--- config.mk ---
export PLATFORM = sky130hd
export DESIGN_NAME = hamming_sec_decoder
export DESIGN_NICKNAME = d
export VERILOG_FILES = /design/src/rtl/core/hsd_pkg.sv /design/src/rtl/core/hsd_csr.sv /design/src/rtl/core/hsd_core.sv /design/src/rtl/core/hamming_sec_decoder.sv
export VERILOG_INCLUDE_DIRS = /design/src /design/src/rtl/core
export SDC_FILE = /design/constraint.sdc
export NUM_CORES = 1
export LEC_CHECK = 0
export BUFFER_PORTS_ARGS = -buffer_cell sky130_fd_sc_hd__buf_2
export CAP_MARGIN = 15
export CORE_AREA = 2 2 213 215
export DETAILED_ROUTE_END_ITERATION = 7
export DIE_AREA = 0 0 215 217
export GPL_ROUTABILITY_DRIVEN = 0
export PLACE_DENSITY_LB_ADDON = 0.2
export SYNTH_ARGS = -nofsm -noshare
export SYNTH_HDL_FRONTEND = slang
export SYNTH_SLANG_ARGS = --single-unit
--- constraint.sdc ---
create_clock -name clock -period 15.3 [get_ports clock]
set_clock_uncertainty 0.1 [all_clocks]
set_input_delay 0.765 -clock clock [delete_from_list [all_inputs] [get_ports clock]]
set_output_delay 0.765 -clock clock [all_outputs]
set_load 0.02 [all_outputs]
--- src/rtl/core/assert_macros.svh ---
// Assertion macros for the RTL files that carry checks; the decoder top level includes them.
`ifndef ASSERT_MACROS_SVH
`define ASSERT_MACROS_SVH

// Same-cycle implication, checked outside reset.
`define HSD_ASSERT_SAME(label, clk, rst, ante, cons, msg) \
   label: assert property (@(posedge clk) disable iff (rst) (ante) |-> (cons)) \
      else $error(msg);

// Next-cycle implication, checked outside reset.
`define HSD_ASSERT_NEXT(label, clk, rst, ante, cons, msg) \
   label: assert property (@(posedge clk) disable iff (rst) (ante) |=> (cons)) \
      else $error(msg);

`endif

--- src/rtl/core/hsd_pkg.sv ---
`default_nettype none

package hsd_pkg;

   // Field and port widths.
   localparam int CW_W       = 63;
   localparam int DATA_W     = 57;
   localparam int SYN_W      = 6;
   localparam int CNT_W      = 6;
   localparam int CHK_W      = 3;
   localparam int CSR_ADDR_W = 3;
   localparam int CSR_DATA_W = 32;

   // Register map: the register index is the word address.
   localparam logic REG_DATA_BITS = 1'b0;

   localparam logic [CNT_W-1:0] DATA_BITS_RESET = 6'd8;

   // Code geometry that the decoder needs: codeword length and check bit count.
   typedef struct packed {
      logic [CNT_W-1:0] n;
      logic [CHK_W-1:0] k;
   } cfg_type;

   // Clamp the programmed width and derive the check bit count and the length.
   function automatic cfg_type derive_cfg(logic [CNT_W-1:0] raw, logic [CNT_W-1:0] max_d);
      logic [CNT_W-1:0] d;
      logic [CHK_W-1:0] k;
      cfg_type          c;
      d = raw;
      if (d == '0) begin
         d = 6'd1;
      end
      if (d > max_d) begin
         d = max_d;
      end
      k = '0;
      for (int s = 0; s < 6; s++) begin
         if ((7'd1 << k) < ({1'b0, d} + 7'(k) + 7'd1)) begin
            k = k + 3'd1;
         end
      end
      c.n = d + 6'(k);
      c.k = k;
      return c;
   endfunction

   // Positions (one-based index has bit i set) that take part in parity i.
   // The check position itself is included, so the XOR gives the syndrome bit.
   function automatic logic [CW_W-1:0] parity_mask(int i);
      logic [CW_W-1:0] m;
      for (int j = 0; j < CW_W; j++) begin
         m[j] = (((j + 1) >> i) & 1) != 0;
      end
      return m;
   endfunction

   // Zero-based codeword bit that holds data bit j (the j-th non-power-of-two).
   function automatic int data_pos(int j);
      int cnt;
      int res;
      cnt = 0;
      res = 0;
      for (int p = 1; p <= CW_W; p++) begin
         if ((p & (p - 1)) != 0) begin
            if (cnt == j) begin
               res = p - 1;
            end
            cnt = cnt + 1;
         end
      end
      return res;
   endfunction

endpackage

`default_nettype wire

--- src/rtl/core/hsd_csr.sv ---
`default_nettype none

module hsd_csr import hsd_pkg::*; #(
   parameter int MAX_DATA_BITS = 57
) (
   input  wire logic                  clock,
   input  wire logic                  reset,
   input  wire logic                  psel,
   input  wire logic                  penable,
   input  wire logic                  pwrite,
   input  wire logic [CSR_ADDR_W-1:0] paddr,
   input  wire logic [CSR_DATA_W-1:0] pwdata,
   output logic      [CSR_DATA_W-1:0] prdata,
   output logic                       pready,
   output cfg_type                    cfg
);

   localparam logic [CNT_W-1:0] MaxD = CNT_W'(MAX_DATA_BITS);

   logic [CNT_W-1:0] data_bits_ff;
   logic [CNT_W-1:0] data_bits_in;
   cfg_type          cfg_ff;
   cfg_type          cfg_in;
   logic             wr_en;

   assign pready = 1'b1;
   assign wr_en  = psel && penable && pwrite && (paddr[2] == REG_DATA_BITS);

   // The derived geometry is worked out when the register is written or reset, not on every use.
   always_comb begin
      data_bits_in = data_bits_ff;
      cfg_in       = cfg_ff;
      if (wr_en) begin
         data_bits_in = pwdata[CNT_W-1:0];
         cfg_in       = derive_cfg(pwdata[CNT_W-1:0], MaxD);
      end
   end

   always_ff @(posedge clock) begin
      if (reset) begin
         data_bits_ff <= DATA_BITS_RESET;
         cfg_ff       <= derive_cfg(DATA_BITS_RESET, MaxD);
      end else begin
         data_bits_ff <= data_bits_in;
         cfg_ff       <= cfg_in;
      end
   end

   // Read back the value as written.
   always_comb begin
      prdata = '0;
      if (paddr[2] == REG_DATA_BITS) begin
         prdata = {{(CSR_DATA_W-CNT_W){1'b0}}, data_bits_ff};
      end
   end

   assign cfg = cfg_ff;

endmodule

`default_nettype wire

--- src/rtl/core/hsd_core.sv ---
`default_nettype none

module hsd_core import hsd_pkg::*; (
   input  cfg_type                cfg,
   input  wire logic [CW_W-1:0]   codeword,
   output logic      [DATA_W-1:0] data,
   output logic      [SYN_W-1:0]  syndrome,
   output logic                   corrected,
   output logic                   syndrome_out_of_range
);

   logic [CW_W-1:0] len_mask;
   logic [CW_W-1:0] cw;
   logic [CW_W-1:0] flip;
   logic [CW_W-1:0] cw_fixed;

   // Positions beyond the codeword length are ignored.
   for (genvar j = 0; j < CW_W; j++) begin : g_mask
      assign len_mask[j] = (CNT_W'(j) < cfg.n);
   end

   assign cw = codeword & len_mask;

   // One parity tree per syndrome bit; bits at and above the check count stay low.
   for (genvar i = 0; i < SYN_W; i++) begin : g_syn
      localparam logic [CW_W-1:0] PMask = parity_mask(i);
      assign syndrome[i] = (CHK_W'(i) < cfg.k) && (^(cw & PMask));
   end

   // A syndrome past the end of the codeword is reported but not corrected.
   assign syndrome_out_of_range = (syndrome > cfg.n);
   assign corrected             = (syndrome != '0) && !syndrome_out_of_range;

   always_comb begin
      flip = '0;
      if (corrected) begin
         flip = {{(CW_W-1){1'b0}}, 1'b1} << (syndrome - SYN_W'(1));
      end
   end

   assign cw_fixed = cw ^ flip;

   // Data bits sit at the non-power-of-two positions in order.
   for (genvar g = 0; g < DATA_W; g++) begin : g_data
      localparam int Pos = data_pos(g);
      assign data[g] = cw_fixed[Pos];
   end

endmodule

`default_nettype wire

--- src/rtl/core/hamming_sec_decoder.sv ---
// Single-error-correcting Hamming decoder. Each beat on the req channel carries one
// codeword (position p in bit p-1, check bits at powers of two); the matching rsp beat
// returns the data bits after correction, the syndrome, a flag that a bit was flipped and
// a flag for a syndrome that points past the codeword end (nothing is flipped then).
// The data width comes from the data_bits register at address 0 (1 to MAX_DATA_BITS, 0
// is taken as 1, reset value 8); write it only while no beats are in flight. The block
// takes one codeword every cycle while req_stall is low; a beat passes through one input
// register and one result register, with the parity trees and the correction between
// them. A double error is miscorrected, as is usual for a plain SEC code.
`default_nettype none

module hamming_sec_decoder import hsd_pkg::*; #(
   parameter int MAX_DATA_BITS = 57
) (
   input  wire logic                  clock,
   input  wire logic                  reset,
   // Codeword channel.
   input  wire logic                  req_valid,
   output logic                       req_stall,
   input  wire logic [CW_W-1:0]       req_codeword,
   // Result channel.
   output logic                       rsp_valid,
   input  wire logic                  rsp_stall,
   output logic      [DATA_W-1:0]     rsp_data,
   output logic      [SYN_W-1:0]      rsp_syndrome,
   output logic                       rsp_corrected,
   output logic                       rsp_syndrome_out_of_range,
   // Register port.
   input  wire logic                  psel,
   input  wire logic                  penable,
   input  wire logic                  pwrite,
   input  wire logic [CSR_ADDR_W-1:0] paddr,
   input  wire logic [CSR_DATA_W-1:0] pwdata,
   output logic      [CSR_DATA_W-1:0] prdata,
   output logic                       pready
);

`include "assert_macros.svh"

   cfg_type           cfg;

   logic              s1_valid_ff;
   logic              s1_valid_in;
   logic [CW_W-1:0]   s1_cw_ff;
   logic [CW_W-1:0]   s1_cw_in;
   logic              s2_valid_ff;
   logic              s2_valid_in;
   logic [DATA_W-1:0] s2_data_ff;
   logic [DATA_W-1:0] s2_data_in;
   logic [SYN_W-1:0]  s2_syn_ff;
   logic [SYN_W-1:0]  s2_syn_in;
   logic              s2_corr_ff;
   logic              s2_corr_in;
   logic              s2_oor_ff;
   logic              s2_oor_in;

   logic              s1_free;
   logic              s2_free;
   logic [DATA_W-1:0] dec_data;
   logic [SYN_W-1:0]  dec_syn;
   logic              dec_corr;
   logic              dec_oor;

   hsd_csr #(
      .MAX_DATA_BITS(MAX_DATA_BITS)
   ) u_csr (
      .clock   (clock),
      .reset   (reset),
      .psel    (psel),
      .penable (penable),
      .pwrite  (pwrite),
      .paddr   (paddr),
      .pwdata  (pwdata),
      .prdata  (prdata),
      .pready  (pready),
      .cfg     (cfg)
   );

   hsd_core u_core (
      .cfg                   (cfg),
      .codeword              (s1_cw_ff),
      .data                  (dec_data),
      .syndrome              (dec_syn),
      .corrected             (dec_corr),
      .syndrome_out_of_range (dec_oor)
   );

   // A stage may load when it is empty or its contents move on in the same cycle.
   assign s2_free   = !s2_valid_ff || !rsp_stall;
   assign s1_free   = !s1_valid_ff || s2_free;
   assign req_stall = !s1_free;

   always_comb begin
      s1_valid_in = s1_valid_ff;
      s1_cw_in    = s1_cw_ff;
      if (s1_free) begin
         s1_valid_in = req_valid;
         s1_cw_in    = req_codeword;
      end
   end

   always_comb begin
      s2_valid_in = s2_valid_ff;
      s2_data_in  = s2_data_ff;
      s2_syn_in   = s2_syn_ff;
      s2_corr_in  = s2_corr_ff;
      s2_oor_in   = s2_oor_ff;
      if (s2_free) begin
         s2_valid_in = s1_valid_ff;
         s2_data_in  = dec_data;
         s2_syn_in   = dec_syn;
         s2_corr_in  = dec_corr;
         s2_oor_in   = dec_oor;
      end
   end

   // Control flags.
   always_ff @(posedge clock) begin
      if (reset) begin
         s1_valid_ff <= 1'b0;
         s2_valid_ff <= 1'b0;
      end else begin
         s1_valid_ff <= s1_valid_in;
         s2_valid_ff <= s2_valid_in;
      end
   end

   // Payload registers.
   always_ff @(posedge clock) begin
      s1_cw_ff   <= s1_cw_in;
      s2_data_ff <= s2_data_in;
      s2_syn_ff  <= s2_syn_in;
      s2_corr_ff <= s2_corr_in;
      s2_oor_ff  <= s2_oor_in;
   end

   assign rsp_valid                 = s2_valid_ff;
   assign rsp_data                  = s2_data_ff;
   assign rsp_syndrome              = s2_syn_ff;
   assign rsp_corrected             = s2_corr_ff;
   assign rsp_syndrome_out_of_range = s2_oor_ff;

   // An accepted beat is held in the input register in the next cycle.
   `HSD_ASSERT_NEXT(a_accept_lands, clock, reset, req_valid && !req_stall, s1_valid_ff, "accepted beat lost")

   // A nonzero syndrome either corrects or is flagged, never both.
   `HSD_ASSERT_SAME(a_syn_outcome, clock, reset, rsp_valid, (rsp_syndrome != '0) == (rsp_corrected ^ rsp_syndrome_out_of_range), "syndrome outcome inconsistent")

   // The out-of-range flag agrees with the programmed codeword length.
   `HSD_ASSERT_SAME(a_oor_len, clock, reset, rsp_valid && rsp_syndrome_out_of_range, rsp_syndrome > cfg.n, "out-of-range flag without long syndrome")

endmodule

`default_nettype wire
==> results of run 1 <==
worst reg2reg max path, delay by kind of cell (launching register included):
family,cells,cell delay (ns)
xor gates and xnor gates,5,1.34
AOI/OAI and AO/OA,7,2.05
adders and majority gates,1,0.44
and+or+nand+nor,4,0.97
buffers and inverters,3,1.39
DFF,1,0.64
through the flow:
| stage | instances | hold WS, ns | TNS [ns] | area, um^2 | util (%) |
|---|---|---|---|---|---|
| after global routing | 1814 | 0.362 | -0.00292 | 12800 | 28.5 |
| after CTS | 1812 | 0.350 | 0 | 12700 | 28.4 |
| after global placement | 1780 | 0.345 | 0 | 12100 | 27.1 |
| after detailed placement | 1780 | 0.346 | 0 | 12100 | 27.1 |
| final | 1814 | 0.356 | 0 | 12800 | 28.5 |
| after floorplan | 1104 | 0.327 | 0 | 11000 | - |
cell type report:
| type | count | area (um^2) | area share (%) |
|---|---|---|---|
| Multi-Input combinational cell | 831 | 6230 | 48.8 |
| Sequential cell | 145 | 4180 | 32.8 |
| Timing Repair Buffer | 163 | 851 | 6.67 |
| Tap cell | 600 | 751 | 5.88 |
| Clock buffer | 19 | 433 | 3.39 |
| Inverter | 43 | 161 | 1.26 |
| Clock inverter | 13 | 151 | 1.19 |
flip-flops by register name (all words and copies together), names as in the netlist:
register and count:
rsp_syndrome_out_of_range 1, rsp_data 57, s1_valid_ff 1, u_csr.cfg 9, rsp_valid 1, u_csr.data_bits_ff 6
rsp_corrected 1, s1_cw_ff 63, rsp_syndrome 6
repair_timing:
| item | 4_1_cts | 5_1_grt |
|---|---|---|
| endpoints found under the setup margin | 0 | 5 |
| resized for setup | 0 | 9 |
| buffers inserted | 0 | 2 |
power breakdown:
| group | internal [uW] | switching (uW) |
|---|---|---|
| clock network | 243 | 174 |
| registers | 483 | 26.6 |
| logic | 299 | 490 |
routing by layer:
layer	up-vias	share of wire [%]	GRT usage (%)
li1	4109	-	-
met2	255	47	24.0
met3	22	5.3	2.82
met1	4011	47	20.4
met5	-	0	0
met4	0	1.3	3.84
worst max-delay path by stage:
stage	start	cells after the start	slack [ns]	endpoint
global placement	pwdata[5]	71	0.28	u_csr.cfg[6]
floorplan	pwdata[5]	72	1.56	u_csr.cfg[6]
CTS	pwdata[5]	72	0.51	u_csr.cfg[6]
finish	pwdata[5]	72	1.06	u_csr.cfg[6]
detailed placement	pwdata[5]	72	0.05	u_csr.cfg[6]
global route	pwdata[5]	73	-0.003	u_csr.cfg[6]
kinds of logic after synthesis:
family          count (synthesis)
xor+xnor                      152
compound gates                240
fa+ha+maj                      78
buf+inv                       128
simple gates                  325
mux                             9
flops                         145
other cells                     2
placed cells by master (no fill, tap or decap), types with 6 or more instances in the layout:
master	count
nor3_1	11
o21ai_0	63
o21a_1	8
o21ai_1	7
inv_1	40
nand3_1	22
dfxtp_1	17
clkbuf_16	17
buf_2	149
a211o_1	6
or3_1	12
nand4_1	10
conb_1	27
edfxtp_1	128
a21oi_1	48
a31oi_1	9
nor2_1	73
nand2b_1	6
o211ai_1	14
and2_1	17
ha_1	63
and3_1	14
nor4_2	8
nor4_1	7
a21o_1	13
or2_2	8
buf_4	14
nor2_2	8
xor2_1	48
nand2_1	71
a211oi_1	12
nor2b_1	23
xnor2_1	85
xnor3_1	11
maj3_1	10
==> flow_metrics.tcl, run 1 <==
set metrics [dict create \
    cpLargestDelayFamily "adder cells" \
    layout-drive-gt1-share_pct 21.3 \
    holdPathEnd "u_csr.cfg[3]" \
    core_area_mm2 0.0447 \
    avgRoutedWirePerCell_um 19.1 \
    max_stage_delay_ns 0.49 \
    p_leak_uw 0.00526 \
    synth.avg_cell_area_um2 10.1 \
    cts-root-buf "clkbuf_16" \
    syn_inst 1079 \
    synth.yosys.seq_area_share_pct 38.2 \
    timing.rr.end "rsp_data[28]" \
    r2r_start "u_csr.cfg[5]" \
    grt_first_pass_wirelength_um 51300 \
    clk_latency_ns 0.45 \
    dr_total_vias 8397 \
    synth_top_family_by_area "simple AND/OR/NAND/NOR gates" \
    dieArea_mm2 0.0467 \
    yosys.area.top_type "edfxtp_1" \
    reg2regPathDepth 20 \
    power.total_uw 1720 \
    clkSlewWorstSetupHoldPaths_ns 0.06 \
    synth_seq_cells 145 \
    status "complete, no violations" \
    hold_depth 2 \
    rrSetupSlack_ns 8.11 \
    power_density_mw_per_mm2 134 \
    dr.pass1.iters 5 \
    port_buffers 149 \
    crit_buf_inv 9 \
    clock_sinks 145 \
    crit_type "primary input to flop" \
    die_h_um 217 \
    preCtsSetupSlack_ns 0.0453 \
    yosysUniqueCellTypes 102 \
    wl_um 34600 \
    min_period_ns 14.24 \
    synth_edf_count 128 \
    hold_start "u_csr.cfg[3]" \
    n_antenna_cell 0 \
    yosys.area.top_type_share_pct 35.1 \
    yosys-top-cells-count "edfxtp_1, xnor2_1, nor2_1" \
    antenna_found_initial 0 \
    relSlewSlack_pct 40.6 \
    cts_buffers 17 \
    arrival_ns 14.47 \
    synth_most_common_cell "edfxtp_1" \
    synthMuxAreaShare_pct 0.972 \
    row_count 78 \
    vdd_drop_max_mv 0.0645 \
    synthSimpleGateAreaFrac_pct 16.2 \
    maxCapViolations 0 \
    clk_path_buf_depth 2 \
    dr.first_iter.drc_count 693 \
    hold_viol 0 \
    cp_slowest_cell "a221o_2" \
    synth_area_leaders "edfxtp_1, ha_1, xnor2_1" \
    worstSetupEndpointType "flop" \
    grt_max_degree 66 \
    slew_viol_final 0 \
    start_util_pct 24.5 \
    worstPathMaxFanout 8 \
    synthAdderAreaFrac_pct 9.03 \
    grt_usage_pct 14.8 \
    synthArstFlopShare_pct 0 \
    h-tree-depth 4 \
    syn_area_mm2 0.0109 \
    setup_viol 0 \
    max_slew.worst_pin.slew_ns 0.885 \
    hold_path_class "flop to flop" \
    area_growth_pct 16.6 \
    first_global_vias 8209 \
    nets 1374 \
    synth_compound_area_share_pct 15.0 \
    cts_tree "built" \
    synth-xor-area-share_pct 14.3 \
    fmaxAchievable_mhz 70.2 \
    place_hpwl_um 27100 \
    drc 0 \
    gr-total-overflow 0 \
    crit_path_frequent_cell "ha_1" \
    io_pins 205 \
    cp.required_ns 15.53 \
    start_kind "primary input" \
    synthFlopType "edfxtp_1" \
    cts_hold_buf 0 \
    timing.final.crit_share_pct 93.1 \
    via_per_inst 4.63 \
    die_w_um 215 \
    nFillCells 4774 \
    yosys_warnings 0 \
    ant_nets 0 \
    fin_ws_ns 1.06 \
]
No activity file was read; power rests on OpenSTA's default activity.
==> run 2, diff against run 1 <==
--- a/config.mk
+++ b/config.mk
@@ -6,7 +6,7 @@
 export SDC_FILE = /design/constraint.sdc
 export NUM_CORES = 1
 export LEC_CHECK = 0
-export BUFFER_PORTS_ARGS = -buffer_cell sky130_fd_sc_hd__buf_2
+export BUFFER_PORTS_ARGS = -buffer_cell sky130_fd_sc_hd__clkbuf_2
 export CAP_MARGIN = 15
 export CORE_AREA = 2 2 213 215
 export DETAILED_ROUTE_END_ITERATION = 7
==> run 2 against run 1 <==
Critical endpoint unchanged. Routed wire length increased by 0.13%. Maximum frequency increased by 1.1%. First-iteration DRC count decreased by 19%. Global-route usage increased by 0.11 points. Die area unchanged. Sequential share of layout area about the same. Power decreased by 0.82%. Worst setup slack improved by 0.16 ns. Largest cell class unchanged. Core utilization about the same. Sequential cell count unchanged. Register-to-register slack improved by 0.16 ns. Highest routed layer unchanged.
==> flow_metrics.tcl, run 2 (same netlist as run 1, synthesis figures left out) <==
set metrics [dict create \
    max_stage_delay_ns 0.60 \
    relSlewSlack_pct 40.9 \
    timing.hold.ws_ns 0.356 \
    start_kind "primary input" \
    drc 0 \
    regMostFlops "s1_cw_ff" \
    crit_path_frequent_cell "ha_1" \
    grt_max_degree 66 \
    maxCapViolations 0 \
    gr-total-overflow 0 \
    clk_path_buf_depth 2 \
    dpl_cell_area_mm2 0.0122 \
    finalNonFillerCells 1815 \
    area_growth_pct 16.5 \
    status "complete, no violations" \
    n_antenna_cell 0 \
    finalSetupTns_ns 0 \
    io_pins 205 \
    min_period_ns 14.08 \
    hold_viol 0 \
    timing.final.crit_share_pct 92.0 \
    cts-root-buf "clkbuf_16" \
    cts_buffers 17 \
    dpl.cell_count 1784 \
    dr.pass1.iters 5 \
    core_area_mm2 0.0447 \
    wl_um 34600 \
    die_w_um 215 \
    avgRoutedWirePerCell_um 19.1 \
    rsz0062_at_grt "no" \
    final_common_cell "clkbuf_2" \
    fin_ws_ns 1.22 \
    mostFrequentLayoutCells "clkbuf_2, edfxtp_1, xnor2_1" \
    dieArea_mm2 0.0467 \
    grt_first_pass_wirelength_um 51800 \
    p_leak_uw 0.00524 \
    max_slew.worst_pin.slew_ns 0.881 \
    die_h_um 217 \
    ant_nets 0 \
    vdd_drop_max_mv 0.0754 \
    preCtsSetupSlack_ns 0.317 \
    crit_type "primary input to flop" \
    row_count 78 \
    dr.first_iter.drc_count 563 \
    reg2regPathDepth 19 \
    place_hpwl_um 27100 \
    hold_path_class "flop to flop" \
    clock_sinks 145 \
    h-tree-depth 4 \
    nFillCells 4814 \
    power_density_mw_per_mm2 133 \
    dr_total_vias 8432 \
    hold_depth 2 \
    antenna_found_initial 0 \
    port_buffers 149 \
    worstPathMaxFanout 8 \
    cp_slowest_cell "o22ai_1" \
    final_area_mm2 0.0127 \
    arrival_ns 14.31 \
    largest_reg_flops 63 \
    start_util_pct 24.5 \
    first_global_vias 8167 \
    cts_hold_buf 0 \
    fmaxAchievable_mhz 71.0 \
    cp.required_ns 15.54 \
    nets 1376 \
    setup_viol 0 \
    grt_usage_pct 15.0 \
    clkSlewWorstSetupHoldPaths_ns 0.06 \
    cts_tree "built" \
    worstSetupEndpointType "flop" \
    slew_viol_final 0 \
    via_per_inst 4.65 \
    layout-drive-gt1-share_pct 21.2 \
    clk_latency_ns 0.45 \
]
[run 2: changes by cell type in the layout (fill, tap and decap cells not counted), moves of 2 or more]
cell / previous run / this run
a21oi_1: 48 / 50
clkbuf_2: 0 / 149
clkbuf_1: 2 / 0
buf_2: 149 / 0
buf_4: 14 / 16
a21oi_2: 3 / 1
[run 2: power breakdown]
group	switching, uW	internal [uW]	total [uW]
Clock	180	241	421
Combinational	484	288	772
Sequential	25.6	483	508
Total	689	1010	1700
[run 2: layer usage]
metal  part of all wire, %  track usage (%)  vias up
li1                      -                -     4109
met1                    48             21.0     4050
met2                    46             23.6      242
met3                   5.0             2.92       31
met4                   1.7             3.77        0
met5                     0                0        -
[run 2: cell type report]
class | instances | area [um^2] | area share (%)
multi-input combinational | 831 | 6210 | 48.7
sequential | 145 | 4180 | 32.8
timing repair buffer | 165 | 866 | 6.79
tap | 600 | 751 | 5.89
clock buffer | 17 | 425 | 3.34
inverter | 43 | 161 | 1.27
clock inverter | 14 | 155 | 1.22
[run 2: through the flow]
stage	util (%)	power, uW
finish	28.5	1700
global route	28.5	1830
CTS	28.5	1710
detailed placement	27.2	1290
global placement	27.2	1280
floorplan	-	1090
[run 2: path summary, 6_finish.rpt]
check | start | to | slack [ns]
worst max-delay path | pwdata[5] | u_csr.cfg[6] | 1.22
worst min-delay path | u_csr.data_bits_ff[0] | u_csr.data_bits_ff[0] | 0.36
worst max register to register | u_csr.cfg[5] | rsp_data[28] | 8.27
worst min register to register | u_csr.data_bits_ff[0] | u_csr.data_bits_ff[0] | 0.36
[run 2: critical path: cells and delay by family]
kind,cells,cell delay (ns)
AO/OA/AOI/OAI,26,4.55
multiplexers,2,0.62
AND/OR/NAND/NOR,12,1.82
buffers and inverters,11,1.11
adder cells (fa/ha/maj),15,4.52
XOR/XNOR,5,0.90
[run 2: repair_timing]
action / CTS / global route
endpoints found under the setup margin: 0 / 4
gates resized for setup: 0 / 6
buffers inserted: 0 / 0
